$ cat src/sv/rshe_pkg.sv
`timescale 1ns / 1ps
// ----------------------------------------------------------------------------
// rshe_pkg
// Shared constants, coefficient tables and control types for the real
// spherical harmonic evaluator.
// ----------------------------------------------------------------------------
package rshe_pkg;

	localparam int L_MAX       = 7;
	localparam int ANGLE_BITS  = 16;
	localparam int FRAC_BITS   = 20;

	localparam int ANGLE_W     = 16;
	localparam int DEG_W       = 4;
	localparam int ORD_W       = 5;
	localparam int VAL_W       = 24;

	localparam int IQ          = 28;
	localparam int WORD_W      = 34;
	localparam int MAG_W       = WORD_W - 1;
	localparam int CORDIC_W    = 32;
	localparam int CZ_W        = 33;
	localparam int CORDIC_STEPS = 28;
	localparam int STEP_W      = 5;
	localparam int IDX_W       = 3;
	localparam int AM_W        = 5;
	localparam int RND_SH      = IQ - FRAC_BITS;

	localparam logic signed [CORDIC_W-1:0] CORDIC_START = 32'sd163008219;
	localparam logic signed [WORD_W-1:0]   INV_SQRT_4PI = 34'sd75724244;
	localparam logic signed [WORD_W-1:0]   SQRT2_Q      = 34'sd379625062;
	localparam logic [VAL_W-1:0]           OUT_MAX      = 24'h7FFFFF;
	localparam logic [VAL_W:0]             OUT_MIN_MAG  = 25'h0800000;

	typedef logic [63:0][WORD_W-1:0] coef_tab_t;
	typedef logic [7:0][WORD_W-1:0]  coef_row_t;

	// arctangent of 2^-i in turn units (2^32 per turn)
	function automatic logic [CORDIC_W-1:0] atan_turn(input logic [STEP_W-1:0] i);
		logic [CORDIC_W-1:0] v;
		case (i)
			5'd0:  v = 32'h20000000;
			5'd1:  v = 32'h12E4051E;
			5'd2:  v = 32'h09FB385B;
			5'd3:  v = 32'h051111D4;
			5'd4:  v = 32'h028B0D43;
			5'd5:  v = 32'h0145D7E1;
			5'd6:  v = 32'h00A2F61E;
			5'd7:  v = 32'h00517C55;
			5'd8:  v = 32'h0028BE53;
			5'd9:  v = 32'h00145F2F;
			5'd10: v = 32'h000A2F98;
			5'd11: v = 32'h000517CC;
			5'd12: v = 32'h00028BE6;
			5'd13: v = 32'h000145F3;
			5'd14: v = 32'h0000A2FA;
			5'd15: v = 32'h0000517D;
			5'd16: v = 32'h000028BE;
			5'd17: v = 32'h0000145F;
			5'd18: v = 32'h00000A30;
			5'd19: v = 32'h00000518;
			5'd20: v = 32'h0000028C;
			5'd21: v = 32'h00000146;
			5'd22: v = 32'h000000A3;
			5'd23: v = 32'h00000051;
			5'd24: v = 32'h00000029;
			5'd25: v = 32'h00000014;
			5'd26: v = 32'h0000000A;
			5'd27: v = 32'h00000005;
			default: v = '0;
		endcase
		return v;
	endfunction

	// sqrt(num/den) in Q28, elaboration only: shift-subtract quotient then
	// bitwise integer square root
	function automatic logic [WORD_W-1:0] sq_ratio(input int unsigned num,
		input int unsigned den);
		longint unsigned dvd;
		longint unsigned q;
		longint unsigned rem;
		longint unsigned v;
		longint unsigned r;
		longint unsigned b;
		if (den == 0) begin
			return '0;
		end
		dvd = longint'(num & 1023) << 54;
		q   = 0;
		rem = 0;
		for (int i = 63; i >= 0; i--) begin
			rem = (rem << 1) | ((dvd >> i) & 64'd1);
			if (rem >= longint'(den)) begin
				rem = rem - longint'(den);
				q   = q | (64'd1 << i);
			end
		end
		v = q;
		r = 0;
		b = 64'd1 << 62;
		for (int j = 0; j < 32; j++) begin
			if (v >= r + b) begin
				v = v - (r + b);
				r = (r >> 1) + b;
			end else begin
				r = r >> 1;
			end
			b = b >> 2;
		end
		return WORD_W'(r << 1);
	endfunction

	function automatic coef_row_t build_ak();
		coef_row_t t;
		for (int k = 0; k < 8; k++) begin
			t[k] = (k == 0) ? '0 : sq_ratio(2 * k + 1, 2 * k);
		end
		return t;
	endfunction

	function automatic coef_row_t build_c();
		coef_row_t t;
		for (int m = 0; m < 8; m++) begin
			t[m] = sq_ratio(2 * m + 3, 1);
		end
		return t;
	endfunction

	function automatic coef_tab_t build_a();
		coef_tab_t t;
		for (int n = 0; n < 8; n++) begin
			for (int m = 0; m < 8; m++) begin
				t[n * 8 + m] = (n >= m + 2) ?
					sq_ratio(4 * n * n - 1, n * n - m * m) : '0;
			end
		end
		return t;
	endfunction

	function automatic coef_tab_t build_b();
		coef_tab_t t;
		for (int n = 0; n < 8; n++) begin
			for (int m = 0; m < 8; m++) begin
				t[n * 8 + m] = (n >= m + 2) ?
					sq_ratio((n - 1) * (n - 1) - m * m, 4 * (n - 1) * (n - 1) - 1) : '0;
			end
		end
		return t;
	endfunction

	localparam coef_row_t AK_TAB = build_ak();
	localparam coef_row_t C_TAB  = build_c();
	localparam coef_tab_t A_TAB  = build_a();
	localparam coef_tab_t B_TAB  = build_b();

	typedef enum logic [3:0] {
		OP_NONE,
		OP_INIT,
		OP_AK_S,
		OP_T_P_NEG,
		OP_C_X,
		OP_T_P1,
		OP_X_P1,
		OP_B_P,
		OP_A_D,
		OP_MOVE,
		OP_SQ2_P,
		OP_T_CS,
		OP_FINISH
	} mul_op_t;

	typedef enum logic [2:0] {
		CR_NONE,
		CR_LOAD_POLAR,
		CR_LOAD_AZ,
		CR_STEP,
		CR_LATCH_POLAR,
		CR_LATCH_AZ
	} cordic_op_t;

	typedef struct packed {
		logic              capture;
		mul_op_t           op;
		cordic_op_t        cordic;
		logic [IDX_W-1:0]  idx;
		logic [STEP_W-1:0] step;
	} dp_cmd_t;

	typedef struct packed {
		logic [AM_W-1:0]  am;
		logic [DEG_W-1:0] l;
		logic             invalid;
		logic             m_zero;
	} dp_status_t;

endpackage

$ cat src/sv/rshe_req_if.sv
`timescale 1ns / 1ps
// ----------------------------------------------------------------------------
// rshe_req_if
// Request channel: angles, degree and order with valid/ready.
// ----------------------------------------------------------------------------
interface rshe_req_if;
	logic                                valid;
	logic                                ready;
	logic [rshe_pkg::ANGLE_W-1:0]        polar_angle;
	logic [rshe_pkg::ANGLE_W-1:0]        azimuth_angle;
	logic [rshe_pkg::DEG_W-1:0]          degree;
	logic signed [rshe_pkg::ORD_W-1:0]   order;

	modport source (output valid, polar_angle, azimuth_angle, degree, order, input ready);
	modport sink   (input valid, polar_angle, azimuth_angle, degree, order, output ready);
endinterface

$ cat src/sv/rshe_rsp_if.sv
`timescale 1ns / 1ps
// ----------------------------------------------------------------------------
// rshe_rsp_if
// Response channel: harmonic value and error flag with valid/ready.
// ----------------------------------------------------------------------------
interface rshe_rsp_if;
	logic                              valid;
	logic                              ready;
	logic signed [rshe_pkg::VAL_W-1:0] harmonic_value;
	logic                              invalid_request;

	modport source (output valid, harmonic_value, invalid_request, input ready);
	modport sink   (input valid, harmonic_value, invalid_request, output ready);
endinterface

$ cat src/sv/rshe_dp.sv
`timescale 1ns / 1ps
// ----------------------------------------------------------------------------
// rshe_dp
// Datapath: request registers, iterative CORDIC, one shared Q28 multiplier
// with its working registers, output rounding and result register.
// ----------------------------------------------------------------------------
module rshe_dp (
	input  logic                              clk,
	input  logic                              arst_n,
	input  rshe_pkg::dp_cmd_t                 cmd,
	input  logic [rshe_pkg::ANGLE_W-1:0]      polar_angle,
	input  logic [rshe_pkg::ANGLE_W-1:0]      azimuth_angle,
	input  logic [rshe_pkg::DEG_W-1:0]        degree,
	input  logic signed [rshe_pkg::ORD_W-1:0] order,
	output rshe_pkg::dp_status_t              status,
	output logic signed [rshe_pkg::VAL_W-1:0] harmonic_value,
	output logic                              invalid_request
);
	localparam int W  = rshe_pkg::WORD_W;
	localparam int MW = rshe_pkg::MAG_W;
	localparam int CW = rshe_pkg::CORDIC_W;
	localparam int ZW = rshe_pkg::CZ_W;

	logic [rshe_pkg::ANGLE_W-1:0]        theta_q, phi_q;
	logic [rshe_pkg::DEG_W-1:0]          l_q;
	logic signed [rshe_pkg::ORD_W-1:0]   m_q;
	logic signed [CW-1:0]                cx_q, cy_q;
	logic signed [ZW-1:0]                cz_q;
	logic [1:0]                          quad_q;
	logic signed [W-1:0]                 x_q, s_q, p_q, p1_q, t_q, u_q, cs_q;
	logic signed [rshe_pkg::VAL_W-1:0]   val_q;
	logic                                inv_q;

	logic [rshe_pkg::AM_W-1:0]           am;
	logic [2:0]                          am3;
	logic [5:0]                          tab_idx;
	logic [CW-1:0]                       theta32, phi32, az32, load_ang;
	logic signed [CW-1:0]                dx, dy, cos_v, sin_v;
	logic signed [W-1:0]                 ma_s, mb_s, prod;
	logic [MW-1:0]                       ma, mb;
	logic [2*MW-1:0]                     pr, pr_rnd;
	logic [W-1:0]                        pr_mag;
	logic signed [W-1:0]                 y_sel;
	logic [W-1:0]                        y_mag, y_rnd;
	logic signed [rshe_pkg::VAL_W-1:0]   y_out;

	assign am  = m_q[rshe_pkg::ORD_W-1] ? rshe_pkg::AM_W'(-m_q) : rshe_pkg::AM_W'(m_q);
	assign am3 = am[2:0];
	assign tab_idx = {cmd.idx, am3};

	assign status.am      = am;
	assign status.l       = l_q;
	assign status.invalid = (l_q > rshe_pkg::DEG_W'(rshe_pkg::L_MAX)) ||
		(am > rshe_pkg::AM_W'(l_q));
	assign status.m_zero  = (m_q == '0);

	// angles scaled to a 32-bit turn
	assign theta32 = CW'(theta_q) << (CW - rshe_pkg::ANGLE_BITS);
	assign phi32   = CW'(phi_q) << (CW - rshe_pkg::ANGLE_BITS);
	assign az32    = CW'(phi32 * am3);
	assign load_ang = (cmd.cordic == rshe_pkg::CR_LOAD_AZ) ? az32 : theta32;

	assign dx = cy_q >>> cmd.step;
	assign dy = cx_q >>> cmd.step;

	always_comb begin
		case (quad_q)
			2'd0:    begin cos_v = cx_q;  sin_v = cy_q;  end
			2'd1:    begin cos_v = -cy_q; sin_v = cx_q;  end
			2'd2:    begin cos_v = -cx_q; sin_v = -cy_q; end
			default: begin cos_v = cy_q;  sin_v = -cx_q; end
		endcase
	end

	// operand selection for the shared multiplier
	always_comb begin
		ma_s = t_q;
		mb_s = p_q;
		case (cmd.op)
			rshe_pkg::OP_AK_S:  begin ma_s = rshe_pkg::AK_TAB[cmd.idx]; mb_s = s_q; end
			rshe_pkg::OP_C_X:   begin ma_s = rshe_pkg::C_TAB[am3];     mb_s = x_q; end
			rshe_pkg::OP_X_P1:  begin ma_s = x_q;                      mb_s = p1_q; end
			rshe_pkg::OP_B_P:   begin ma_s = rshe_pkg::B_TAB[tab_idx]; mb_s = p_q; end
			rshe_pkg::OP_A_D:   begin ma_s = rshe_pkg::A_TAB[tab_idx]; mb_s = t_q - u_q; end
			rshe_pkg::OP_SQ2_P: begin ma_s = rshe_pkg::SQRT2_Q;        mb_s = p_q; end
			rshe_pkg::OP_T_CS:  begin ma_s = t_q;                      mb_s = cs_q; end
			default:            begin ma_s = t_q;                      mb_s = p_q; end
		endcase
	end

	// magnitude product, rounded half away from zero to Q28
	assign ma     = ma_s[W-1] ? MW'(-ma_s) : MW'(ma_s);
	assign mb     = mb_s[W-1] ? MW'(-mb_s) : MW'(mb_s);
	assign pr     = ma * mb;
	assign pr_rnd = pr + ((2*MW)'(1) << (rshe_pkg::IQ - 1));
	assign pr_mag = W'(pr_rnd >> rshe_pkg::IQ);
	assign prod   = (ma_s[W-1] != mb_s[W-1]) ? -signed'(pr_mag) : signed'(pr_mag);

	// output rounding and saturation
	assign y_sel = status.m_zero ? p_q : t_q;
	assign y_mag = y_sel[W-1] ? W'(-y_sel) : W'(y_sel);
	assign y_rnd = (y_mag + (W'(1) << (rshe_pkg::RND_SH - 1))) >> rshe_pkg::RND_SH;
	always_comb begin
		if (y_sel[W-1]) begin
			y_out = (y_rnd > W'(rshe_pkg::OUT_MIN_MAG)) ?
				rshe_pkg::VAL_W'(-signed'(W'(rshe_pkg::OUT_MIN_MAG))) :
				rshe_pkg::VAL_W'(-signed'(y_rnd));
		end else begin
			y_out = (y_rnd > W'(rshe_pkg::OUT_MAX)) ?
				signed'(rshe_pkg::OUT_MAX) : rshe_pkg::VAL_W'(y_rnd);
		end
	end

	always_ff @(posedge clk) begin
		if (cmd.capture) begin
			theta_q <= polar_angle;
			phi_q   <= azimuth_angle;
			l_q     <= degree;
			m_q     <= order;
		end

		case (cmd.cordic)
			rshe_pkg::CR_LOAD_POLAR, rshe_pkg::CR_LOAD_AZ: begin
				cx_q   <= rshe_pkg::CORDIC_START;
				cy_q   <= '0;
				cz_q   <= ZW'(load_ang[29:0]);
				quad_q <= load_ang[31:30];
			end
			rshe_pkg::CR_STEP: begin
				if (!cz_q[ZW-1]) begin
					cx_q <= cx_q - dx;
					cy_q <= cy_q + dy;
					cz_q <= cz_q - signed'(ZW'(rshe_pkg::atan_turn(cmd.step)));
				end else begin
					cx_q <= cx_q + dx;
					cy_q <= cy_q - dy;
					cz_q <= cz_q + signed'(ZW'(rshe_pkg::atan_turn(cmd.step)));
				end
			end
			rshe_pkg::CR_LATCH_POLAR: begin
				x_q <= W'(cos_v);
				s_q <= sin_v[CW-1] ? -W'(sin_v) : W'(sin_v);
			end
			rshe_pkg::CR_LATCH_AZ: begin
				cs_q <= m_q[rshe_pkg::ORD_W-1] ? W'(sin_v) : W'(cos_v);
			end
			default: ;
		endcase

		case (cmd.op)
			rshe_pkg::OP_INIT:    p_q  <= rshe_pkg::INV_SQRT_4PI;
			rshe_pkg::OP_AK_S:    t_q  <= prod;
			rshe_pkg::OP_T_P_NEG: p_q  <= -prod;
			rshe_pkg::OP_C_X:     t_q  <= prod;
			rshe_pkg::OP_T_P1:    p1_q <= prod;
			rshe_pkg::OP_X_P1:    t_q  <= prod;
			rshe_pkg::OP_B_P:     u_q  <= prod;
			rshe_pkg::OP_A_D: begin
				p_q  <= p1_q;
				p1_q <= prod;
			end
			rshe_pkg::OP_MOVE:    p_q  <= p1_q;
			rshe_pkg::OP_SQ2_P:   t_q  <= prod;
			rshe_pkg::OP_T_CS:    t_q  <= prod;
			default: ;
		endcase
	end

	always_ff @(posedge clk or negedge arst_n) begin
		if (!arst_n) begin
			inv_q <= 1'b0;
			val_q <= '0;
		end else if (cmd.op == rshe_pkg::OP_FINISH) begin
			inv_q <= status.invalid;
			val_q <= status.invalid ? '0 : y_out;
		end
	end

	assign harmonic_value  = val_q;
	assign invalid_request = inv_q;
endmodule

$ cat src/sv/rshe_ctrl.sv
`timescale 1ns / 1ps
// ----------------------------------------------------------------------------
// rshe_ctrl
// Sequencer: walks CORDIC, Legendre recurrence and azimuth scaling, and
// owns both handshakes.
// ----------------------------------------------------------------------------
module rshe_ctrl (
	input  logic                 clk,
	input  logic                 arst_n,
	input  logic                 req_valid,
	output logic                 req_ready,
	output logic                 rsp_valid,
	input  logic                 rsp_ready,
	input  rshe_pkg::dp_status_t status,
	output rshe_pkg::dp_cmd_t    cmd
);
	typedef enum logic [4:0] {
		S_IDLE, S_CHECK, S_TRIG1, S_LATCH1, S_PMM_A, S_PMM_B, S_P1_A, S_P1_B,
		S_REC_X, S_REC_B, S_REC_A, S_MOVE, S_AZ_LOAD, S_TRIG2, S_LATCH2,
		S_SQ2, S_YMUL, S_FINISH
	} state_t;

	localparam int IW = rshe_pkg::IDX_W;

	state_t                        state_q, after_pmm;
	logic [rshe_pkg::STEP_W-1:0]   cnt_q;
	logic [IW-1:0]                 k_q, n_q;
	logic                          rsp_valid_q;
	logic                          rsp_free;
	logic [rshe_pkg::DEG_W-1:0]    n_first;
	logic                          last_step;

	assign rsp_free  = !rsp_valid_q || rsp_ready;
	assign n_first   = rshe_pkg::DEG_W'(status.am) + rshe_pkg::DEG_W'(2);
	assign last_step = (cnt_q == rshe_pkg::STEP_W'(rshe_pkg::CORDIC_STEPS - 1));

	always_comb begin
		if (status.l > rshe_pkg::DEG_W'(status.am)) begin
			after_pmm = S_P1_A;
		end else if (status.m_zero) begin
			after_pmm = S_FINISH;
		end else begin
			after_pmm = S_AZ_LOAD;
		end
	end

	always_comb begin
		cmd         = '0;
		cmd.op      = rshe_pkg::OP_NONE;
		cmd.cordic  = rshe_pkg::CR_NONE;
		cmd.step    = cnt_q;
		cmd.idx     = n_q;
		req_ready   = 1'b0;
		unique case (state_q)
			S_IDLE: begin
				req_ready   = 1'b1;
				cmd.capture = req_valid;
			end
			S_CHECK:   cmd.cordic = rshe_pkg::CR_LOAD_POLAR;
			S_TRIG1:   cmd.cordic = rshe_pkg::CR_STEP;
			S_LATCH1: begin
				cmd.cordic = rshe_pkg::CR_LATCH_POLAR;
				cmd.op     = rshe_pkg::OP_INIT;
			end
			S_PMM_A: begin
				cmd.op  = rshe_pkg::OP_AK_S;
				cmd.idx = k_q;
			end
			S_PMM_B:   cmd.op = rshe_pkg::OP_T_P_NEG;
			S_P1_A:    cmd.op = rshe_pkg::OP_C_X;
			S_P1_B:    cmd.op = rshe_pkg::OP_T_P1;
			S_REC_X:   cmd.op = rshe_pkg::OP_X_P1;
			S_REC_B:   cmd.op = rshe_pkg::OP_B_P;
			S_REC_A:   cmd.op = rshe_pkg::OP_A_D;
			S_MOVE:    cmd.op = rshe_pkg::OP_MOVE;
			S_AZ_LOAD: cmd.cordic = rshe_pkg::CR_LOAD_AZ;
			S_TRIG2:   cmd.cordic = rshe_pkg::CR_STEP;
			S_LATCH2:  cmd.cordic = rshe_pkg::CR_LATCH_AZ;
			S_SQ2:     cmd.op = rshe_pkg::OP_SQ2_P;
			S_YMUL:    cmd.op = rshe_pkg::OP_T_CS;
			S_FINISH:  cmd.op = rsp_free ? rshe_pkg::OP_FINISH : rshe_pkg::OP_NONE;
			default: ;
		endcase
	end

	always_ff @(posedge clk or negedge arst_n) begin
		if (!arst_n) begin
			state_q     <= S_IDLE;
			cnt_q       <= '0;
			k_q         <= '0;
			n_q         <= '0;
			rsp_valid_q <= 1'b0;
		end else begin
			// in S_FINISH the beat is replaced rather than dropped
			if (rsp_valid_q && rsp_ready && (state_q != S_FINISH)) begin
				rsp_valid_q <= 1'b0;
			end
			unique case (state_q)
				S_IDLE: begin
					if (req_valid) begin
						state_q <= S_CHECK;
					end
				end
				S_CHECK: begin
					cnt_q   <= '0;
					state_q <= status.invalid ? S_FINISH : S_TRIG1;
				end
				S_TRIG1: begin
					cnt_q <= cnt_q + 1'b1;
					if (last_step) begin
						state_q <= S_LATCH1;
					end
				end
				S_LATCH1: begin
					k_q     <= IW'(1);
					state_q <= (status.am != '0) ? S_PMM_A : after_pmm;
				end
				S_PMM_A: state_q <= S_PMM_B;
				S_PMM_B: begin
					if (k_q == status.am[IW-1:0]) begin
						state_q <= after_pmm;
					end else begin
						k_q     <= k_q + 1'b1;
						state_q <= S_PMM_A;
					end
				end
				S_P1_A: state_q <= S_P1_B;
				S_P1_B: begin
					n_q     <= n_first[IW-1:0];
					state_q <= (n_first > status.l) ? S_MOVE : S_REC_X;
				end
				S_REC_X: state_q <= S_REC_B;
				S_REC_B: state_q <= S_REC_A;
				S_REC_A: begin
					if (rshe_pkg::DEG_W'(n_q) == status.l) begin
						state_q <= S_MOVE;
					end else begin
						n_q     <= n_q + 1'b1;
						state_q <= S_REC_X;
					end
				end
				S_MOVE: state_q <= status.m_zero ? S_FINISH : S_AZ_LOAD;
				S_AZ_LOAD: begin
					cnt_q   <= '0;
					state_q <= S_TRIG2;
				end
				S_TRIG2: begin
					cnt_q <= cnt_q + 1'b1;
					if (last_step) begin
						state_q <= S_LATCH2;
					end
				end
				S_LATCH2: state_q <= S_SQ2;
				S_SQ2:    state_q <= S_YMUL;
				S_YMUL:   state_q <= S_FINISH;
				S_FINISH: begin
					if (rsp_free) begin
						rsp_valid_q <= 1'b1;
						state_q     <= S_IDLE;
					end
				end
				default: state_q <= S_IDLE;
			endcase
		end
	end

	assign rsp_valid = rsp_valid_q;
endmodule

$ cat src/sv/real_spherical_harmonic_eval.sv
`timescale 1ns / 1ps
// ----------------------------------------------------------------------------
// real_spherical_harmonic_eval
// Real orthonormal spherical harmonic Y_lm (Condon-Shortley phase), Q3.20.
// ----------------------------------------------------------------------------
// One request at a time. A request with degree above 7 or |order| above
// degree is answered with invalid_request set and a zero value, without
// any CORDIC steps or recurrence. A valid request runs the polar CORDIC,
// the P_mm loop over |m|, the recurrence up to l when l > |m|, then the
// azimuth CORDIC and scaling when m is nonzero, and finally loads the
// result. The run time is set by the single 28-step rotation CORDIC, used
// once or twice per valid request, and by the one shared 33x33 multiplier
// that every recurrence product passes through.
// The result sits in an output register, so the next request is taken as
// soon as the sequencer returns to idle, even while a response waits.
// ----------------------------------------------------------------------------
module real_spherical_harmonic_eval (
	input  logic       clk,
	input  logic       arst_n,
	rshe_req_if.sink   req,
	rshe_rsp_if.source rsp
);
	rshe_pkg::dp_cmd_t    cmd;
	rshe_pkg::dp_status_t status;

	// sequencer: handshakes, loop counters, command decode
	rshe_ctrl u_ctrl (
		.clk       (clk),
		.arst_n    (arst_n),
		.req_valid (req.valid),
		.req_ready (req.ready),
		.rsp_valid (rsp.valid),
		.rsp_ready (rsp.ready),
		.status    (status),
		.cmd       (cmd)
	);

	// datapath: CORDIC, shared multiplier, rounding, result register
	rshe_dp u_dp (
		.clk             (clk),
		.arst_n          (arst_n),
		.cmd             (cmd),
		.polar_angle     (req.polar_angle),
		.azimuth_angle   (req.azimuth_angle),
		.degree          (req.degree),
		.order           (req.order),
		.status          (status),
		.harmonic_value  (rsp.harmonic_value),
		.invalid_request (rsp.invalid_request)
	);
endmodule

$ cat src/flat_wrapper.sv
// flat-port wrapper written by rule: the top's interface ports become plain ports
module real_spherical_harmonic_eval_flat 
  (clk, arst_n, req_valid, req_polar_angle, req_azimuth_angle, req_degree, req_order, req_ready, rsp_valid, rsp_harmonic_value, rsp_invalid_request, rsp_ready);
  rshe_req_if req_i ();
  rshe_rsp_if rsp_i ();
  input  logic clk;
  input  logic arst_n;
  input wire logic [$bits(req_i.valid)-1:0] req_valid;
  input wire logic [$bits(req_i.polar_angle)-1:0] req_polar_angle;
  input wire logic [$bits(req_i.azimuth_angle)-1:0] req_azimuth_angle;
  input wire logic [$bits(req_i.degree)-1:0] req_degree;
  input wire logic [$bits(req_i.order)-1:0] req_order;
  output wire logic [$bits(req_i.ready)-1:0] req_ready;
  output wire logic [$bits(rsp_i.valid)-1:0] rsp_valid;
  output wire logic [$bits(rsp_i.harmonic_value)-1:0] rsp_harmonic_value;
  output wire logic [$bits(rsp_i.invalid_request)-1:0] rsp_invalid_request;
  input wire logic [$bits(rsp_i.ready)-1:0] rsp_ready;
  assign req_i.valid = req_valid;
  assign req_i.polar_angle = req_polar_angle;
  assign req_i.azimuth_angle = req_azimuth_angle;
  assign req_i.degree = req_degree;
  assign req_i.order = req_order;
  assign req_ready = req_i.ready;
  assign rsp_valid = rsp_i.valid;
  assign rsp_harmonic_value = rsp_i.harmonic_value;
  assign rsp_invalid_request = rsp_i.invalid_request;
  assign rsp_i.ready = rsp_ready;
  real_spherical_harmonic_eval u_core (.clk(clk), .arst_n(arst_n), .req(req_i), .rsp(rsp_i));
endmodule
$ cat config.mk
export PLATFORM = sky130hd
export DESIGN_NAME = real_spherical_harmonic_eval_flat
export DESIGN_NICKNAME = d
export VERILOG_FILES = /design/src/sv/rshe_pkg.sv /design/src/sv/rshe_req_if.sv /design/src/sv/rshe_rsp_if.sv /design/src/sv/rshe_dp.sv /design/src/sv/rshe_ctrl.sv /design/src/sv/real_spherical_harmonic_eval.sv /design/src/flat_wrapper.sv
export SDC_FILE = /design/constraint.sdc
export NUM_CORES = 2
export LEC_CHECK = 0
export ABC_CLOCK_PERIOD_IN_PS = 33700
export BUFFER_PORTS_ARGS = -buffer_cell sky130_fd_sc_hd__buf_2
export CAP_MARGIN = 20
export CORE_UTILIZATION = 50
export CTS_BUF_LIST = sky130_fd_sc_hd__clkbuf_4 sky130_fd_sc_hd__clkbuf_8 sky130_fd_sc_hd__clkbuf_16
export DETAILED_ROUTE_END_ITERATION = 6
export HOLD_SLACK_MARGIN = 0.03
export PLACE_DENSITY = 0.65
export REMOVE_ABC_BUFFERS = 1
export SLEW_MARGIN = 15
export SYNTH_ARGS = -nofsm -noshare
export SYNTH_HDL_FRONTEND = slang
export SYNTH_SLANG_ARGS = --single-unit
$ cat constraint.sdc
create_clock -name clk -period 33.7 [get_ports clk]
set_input_delay 5.055 -clock clk [delete_from_list [all_inputs] [get_ports clk]]
set_output_delay 5.055 -clock clk [all_outputs]
set_load 0.05 [all_outputs]
# ---- After elaboration in Yosys (flattened, before gate mapping)
# Memories as Yosys holds them, arrays and structs flattened.
# Index checks and enable logic that the tools add are counted.
# Widths: inputs -> output; s select.
dict set report totals {
  output_inout_bits 27
  rom_bits 6816
  wordCells 193
  reg_bits 418
  n_memories 6
}
# name words width rd rd_ports_with_merged_regs write_ports line
set memory_table {}
lappend memory_table {{(name not given)} 64 34 1 0 0 rshe_dp.sv:84} ;# rshe_pkg::OP_A_D: begin ma_s = rshe_pkg::A_TAB[tab_idx]; mb_s = t_q - u_q; end
lappend memory_table {{(name not given)} 64 34 1 0 0 rshe_dp.sv:83} ;# rshe_pkg::OP_B_P: begin ma_s = rshe_pkg::B_TAB[tab_idx]; mb_s = p_q; end
lappend memory_table {{(name not given)} 32 30 1 0 0 rshe_pkg.sv:41} ;# case (i)
lappend memory_table {{(name not given)} 32 30 1 0 0 rshe_pkg.sv:41}
lappend memory_table {{(name not given)} 8 34 1 0 0 rshe_dp.sv:81} ;# rshe_pkg::OP_C_X: begin ma_s = rshe_pkg::C_TAB[am3]; mb_s = x_q; end
lappend memory_table {{(name not given)} 8 34 1 0 0 rshe_dp.sv:80} ;# rshe_pkg::OP_AK_S: begin ma_s = rshe_pkg::AK_TAB[cmd.idx]; mb_s = s_q; end
dict set report op_classes {
  mul 2
  add_sub_neg 23
  order_cmp 9
  n_eq_ne 47
  reduce_logical 23
  shift 2
  n_mux 58
}
# op n
set op_table {}
lappend op_table {{$mux 34} 8}
lappend op_table {{$mux 32} 7}
lappend op_table {{$pmux 34 s6} 1}
lappend op_table {{$pmux 32 s3} 2}
lappend op_table {{$pmux 34 s5} 1}
lappend op_table {{$pmux 32 s2} 2}
lappend op_table {{$neg 34->34} 3}
lappend op_table {{$pmux 34 s3} 1}
lappend op_table {{$mux 33} 3}
lappend op_table {{$mux 24} 4}
lappend op_table {{$pmux 5 s18} 1}
lappend op_table {{$neg 33->33} 2}
lappend op_table {{$pmux 33 s2} 1}
lappend op_table {{$add 32x32->32} 2}
lappend op_table {{$neg 32->32} 2}
lappend op_table {{$sshr 32x5->32} 2}
lappend op_table {{$sub 32x32->32} 2}
lappend op_table {{$add 62x28->62 const B} 1}
lappend op_table {{$mul 33x33->62} 1}
lappend op_table {{$mux 5} 10}
lappend op_table {{$pmux 4 s12} 1}
lappend op_table {{$eq 5x4->1 const B} 8}
lappend op_table {{$add 34x8->34 const B} 1}
lappend op_table {{$neg 32->34} 1}
lappend op_table {{other kinds (54)} 97}

# ---- Logic depth before layout (Yosys ltp)
dict set report depth {
  word_depth 14
  depth_mapped 63
  mapped_depth_nobuf 57
}

# ---- Modules after synthesis
# Synthesis repeated with hierarchy kept, for this count alone.
dict set report hier_totals {
  hier_cells 9085
  area_unflattened_um2 76387.0
}
# mod cells_each area_per_inst_um2 n_inst seq_area_each_um2
set modules_own_cells {}
lappend modules_own_cells {rshe_dp 8869 74672.9 1 11856.4}
lappend modules_own_cells {rshe_ctrl 216 1714.1 1 425.4}

# ---- Least setup slack after synthesis
# Ideal clock, no wire load.
dict set report synth_timing {
  path_type {flip-flop to flip-flop}
  from {register u_core.u_dp.m_q[1] (netlist name)}
  to {register u_core.u_dp.p_q[30], data pin}
  period_less_slack_ps 14901
  path_buffers 7
  path_stages_with_launch 58
  t_arrival_ps 14637
  t_required_ps 33436
  path_slack_ps 18799
  path_cell_list {edfxtp_1 > clkbuf_1 > inv_1 > ha_1 > nand2b_1 > xnor2_2 > inv_2 > clkbuf_1 > buf_1 > ha_1 > clkbuf_1 > a2111oi_0 > a2111oi_0 > o32a_1 > a2111o_1 > nor3b_1 > nand2_1 > nor3b_1 > (+22 left out) > o2111ai_1 > o221ai_1 > a21o_1 > a211oi_1 > mux2_2 > a41o_1 > a311oi_1 > or3_1 > nor4_4 > and2_1 > buf_2 > o32a_1 > a21o_1 > nor3_4 > or3b_1 > or4_1 > xnor2_1 > o21ai_1}
}
dict set report synth_via {
  elab_chain_len 13
  word_cells_on_any_way 18
}
# item line
set synth_lines {}
lappend synth_lines {{start: declaration} rshe_dp.sv:26} ;# logic signed [rshe_pkg::ORD_W-1:0] m_q;
lappend synth_lines {{start signal: assignment} rshe_dp.sv:119} ;# m_q <= order;
lappend synth_lines {{$neg 5->5} rshe_dp.sv:47} ;# assign am = m_q[rshe_pkg::ORD_W-1] ? rshe_pkg::AM_W'(-m_q) : rshe_pkg::AM_W'(m_q);
lappend synth_lines {{$mux 5 *} rshe_dp.sv:47}
lappend synth_lines {{$mem_v2 64x34 (tied with other cells)} --}
lappend synth_lines {{$mux 34 (on tied branches)} {rshe_dp.sv:84, rshe_dp.sv:81, rshe_dp.sv:83}}
lappend synth_lines {{$pmux 34 s6 *} rshe_dp.sv:79} ;# case (cmd.op)
lappend synth_lines {{$neg 33->33} rshe_dp.sv:92} ;# assign ma = ma_s[W-1] ? MW'(-ma_s) : MW'(ma_s);
lappend synth_lines {{$mux 33} rshe_dp.sv:92}
lappend synth_lines {{$mul 33x33->62} rshe_dp.sv:94} ;# assign pr = ma * mb;
lappend synth_lines {{$add 62x28->62} rshe_dp.sv:95} ;# assign pr_rnd = pr + ((2*MW)'(1) << (rshe_pkg::IQ - 1));
lappend synth_lines {{$neg 34->34} rshe_dp.sv:97} ;# assign prod = (ma_s[W-1] != mb_s[W-1]) ? -signed'(pr_mag) : signed'(pr_mag);
lappend synth_lines {{$mux 34 *} rshe_dp.sv:97}
lappend synth_lines {{$neg 34->34 *} rshe_dp.sv:153} ;# rshe_pkg::OP_T_P_NEG: p_q <= -prod;
lappend synth_lines {{$pmux 34 s3 *} rshe_dp.sv:150} ;# case (cmd.op)
lappend synth_lines {{end signal: assignment} rshe_dp.sv:151} ;# rshe_pkg::OP_INIT: p_q <= rshe_pkg::INV_SQRT_4PI;
lappend synth_lines {{end signal: assignment} rshe_dp.sv:153}
lappend synth_lines {{end signal: assignment} rshe_dp.sv:159} ;# p_q <= p1_q;
lappend synth_lines {{end: declaration} rshe_dp.sv:30} ;# logic signed [W-1:0] x_q, s_q, p_q, p1_q, t_q, u_q, cs_q;
# Mark *: on every way between the ends. The rest lies on a longest branch, timed or not. The select of a mux whose other input is x is not followed.
# A chain may end at the register's enable or synchronous reset.

# ---- Worst setup path after layout
dict set report layout_timing {
  from {register u_core.u_dp.m_q[0] (netlist name)}
  to {register u_core.u_dp.p_q[30], data pin}
}
# The elaborated chain is that of the path after synthesis.

==> results.yml <==
logic_synthesis:
  ys_types: 119
  syn_area_mm2: 0.0762
  synth_ff_type: "edfxtp_1"
  yosys_warnings: 0
  synthCells: 9097
  synth_seq_cells: 416
  yosysSeqAreaShare: 0.161
  yosysTopAreaCell: "fa_1"
  synth_top_cells_by_count: "1461 x nand2_1, 1294 x inv_1, 972 x fa_1"
  synthArstFlopShare: 0.101
  synth_top_area_share: 0.255
  yosysMostFrequentCell: "nand2_1"
  synth_edf_count: 374
  synthTopCellsByArea: "fa_1 26%, edfxtp_1 15%, ha_1 7.4%, nand2_1 7.2%, inv_1 6.4%"
  avgSynthCellArea_um2: 8.37
layout:
  fillers: 14062
  multi_input_area_mm2: 0.0577
  ff_latch_area_mm2: 0.0123
  n_antenna_cell: 0
  nets: 10311
  final_layout_size_suffix_gt1_frac: 0.0647
  area_delta_synth_final_pct: 5.67
  finalInstanceArea_mm2: 0.0805
  fin_util: 0.535
detailed_routing:
  first_iter_violations: 5794
  final_antenna_net_count: 0
  wl_per_cell_um: 24.1
  drt_wl_total_um: 262000
  post-route-drc-count: 0
  via_per_inst: 6.07
  drt_first_pass_iters: 6
  vias: 66154
critical_path:
  end_kind: "flip-flop"
  critPathKind: "reg -> reg"
  required_ps: 34070
  path_common_cell: "fa_1"
  max_stage_delay_ps: 910
  slowest_stage: "nor4b_1"
  setup.worst_path.start_class: "flip-flop"
  crit_arrival_ps: 18420
  worstPathMaxFanout: 42
grt:
  grt_pass1_vias: 66991
  grt_pass1_wl_um: 402000
  grt_use_total: 0.343
  grt_start_max_net_pins: 102
  antenna_found_initial: 3
  grt_remaining_overflow: 0
sta:
  setup_violations: 0
  fmax_mhz: 55.4
  max_slew.worst_pin.slew_ps: 1190
  slew_headroom: 0.207
  report.final.slew_viol_count: 0
  tns_ps: 0
  setup_slack_ps: 15650
  finalHoldViolations: 0
  rsz0062_at_grt: "false"
  period_minus_slack_ps: 18050
  fin_skew_ps: 31.4
  fin_crit_sh: 0.536
cts:
  cts_buffers: 49
  cts_root_buf: "clkbuf_16"
  clk_latency_ps: 670
  postCtsSetupRepairBufs: 0
  cts.sinks: 416
  cts_resized: 0
  htreeDepth: 2
  cts_tree: "yes"
  clkTransAtPathRegs_ps: 60
  cts_buffer_depth: 3
  ctsHoldBuffers: 0
die:
  die_h_um: 392
  core-area_mm2: 0.150
  dieArea_mm2: 0.154
  start_util: 0.506
  pin_count: 72
  die_w_um: 392
  rows: 142
placement:
  hpwl_um: 201000
  routabilityCongestion: 1.03
  pre_cts_slack_ps: 15750
  io_buffers: 71
  dpl_cell_area_mm2: 0.0789
outcome:
  status: "finished clean"
run:
  cap_violations: 0
worst_hold_path:
  hp-class: "reg -> reg"
## logic make-up (layout without fill, tap and decap cells)
logic type               Yosys count  after routing  share of synthesized area
XOR/XNOR                         545            545                     0.0631
multiplexers                     181            181                     0.0306
buffers and inverters           1832           1616                     0.0910
other                              1              2                  0.0000492
AO/OA/AOI/OAI                   1670           1670                      0.142
adder cells (fa/ha/maj)         1423           1423                      0.330
flip-flops                       416            416                      0.161
AND/OR/NAND/NOR                 3029           3029                      0.183
## worst max-delay path: cells and delay by family (launching register included)
family | cells | cell delay, ps
AOI/OAI and AO/OA | 14 | 4500
DFF | 1 | 360
xor gates and xnor gates | 4 | 670
adders and majority gates | 11 | 5700
muxes | 1 | 400
and+or+nand+nor | 12 | 4300
buffers and inverters | 10 | 1800
## metrics by stage
stage | cells | hold WS, ps
after floorplan | 8568 | 496
after global placement | 10805 | 457
after detailed placement | 10806 | 474
after CTS | 10896 | 494
after global routing | 10898 | 524
final | 10898 | 489
## layout by cell type (no fill, tap or decap), types with 65 or more instances in the layout
master,instances
buf_4,150
a31oi_1,89
ha_1,451
mux2i_1,91
a21oi_1,451
xnor2_1,329
nor2b_1,68
nor3_1,163
a22oi_1,65
and2_1,288
nand3_1,151
xor2_1,150
a21o_1,96
inv_1,1293
buf_2,71
nand2b_1,69
a211oi_1,68
o21ai_0,368
nand2_1,1461
nor2_1,494
fa_1,972
edfxtp_1,374
## flip-flops by register name (all words and copies together) (netlist names), 24 cells and up
name	flops
u_core.u_dp.u_q	34
u_core.u_dp.cy_q	32
u_core.u_dp.t_q	34
u_core.u_dp.p1_q	34
u_core.u_dp.cx_q	32
u_core.u_dp.harmonic_value	24
u_core.u_dp.s_q	34
u_core.u_dp.cs_q	32
u_core.u_dp.p_q	34
u_core.u_dp.cz_q	33
u_core.u_dp.x_q	32
## worst paths after layout
check	startpoint	endpoint	slack [ps]	depth (start not counted)
max	u_core.u_dp.m_q[0]$_DFFE_PP_	u_core.u_dp.p_q[30]$_DFFE_PP_	15650	52
min	u_core.u_dp.harmonic_value[15]$_DFFE_PN0N_	u_core.u_dp.harmonic_value[15]$_DFFE_PN0N_	490	2
max reg2reg	u_core.u_dp.m_q[0]$_DFFE_PP_	u_core.u_dp.p_q[30]$_DFFE_PP_	15650	52
min reg2reg	u_core.u_dp.harmonic_value[15]$_DFFE_PN0N_	u_core.u_dp.harmonic_value[15]$_DFFE_PN0N_	490	2
max in group asynchronous	arst_n	u_core.u_ctrl.cnt_q[0]$_DFFE_PN0P_	28690	2
min in group asynchronous	arst_n	u_core.u_ctrl.state_q[1]$_DFFE_PN0P_	4510	2
## cell type report
class | count | share of cell area
clock inverters | 36 | 0.00431
clock buffers | 54 | 0.0157
flip-flops and latches | 416 | 0.153
multi-input cells | 6850 | 0.716
repair buffers | 224 | 0.0188
inverters | 1302 | 0.0607
well taps | 2016 | 0.0313
## per-layer routing
layer,routed length (um),global-route usage,share of wire,vias up
li1,-,-,-,29466
met1,103000,0.435,0.39,33122
met2,124000,0.566,0.47,2850
met3,20800,0.0552,0.079,712
met4,14300,0.168,0.054,4
met5,22,0,0.000084,-
Power is not shown: default switching activity piles up to over one toggle a cycle in this logic, so the estimate is an artifact.
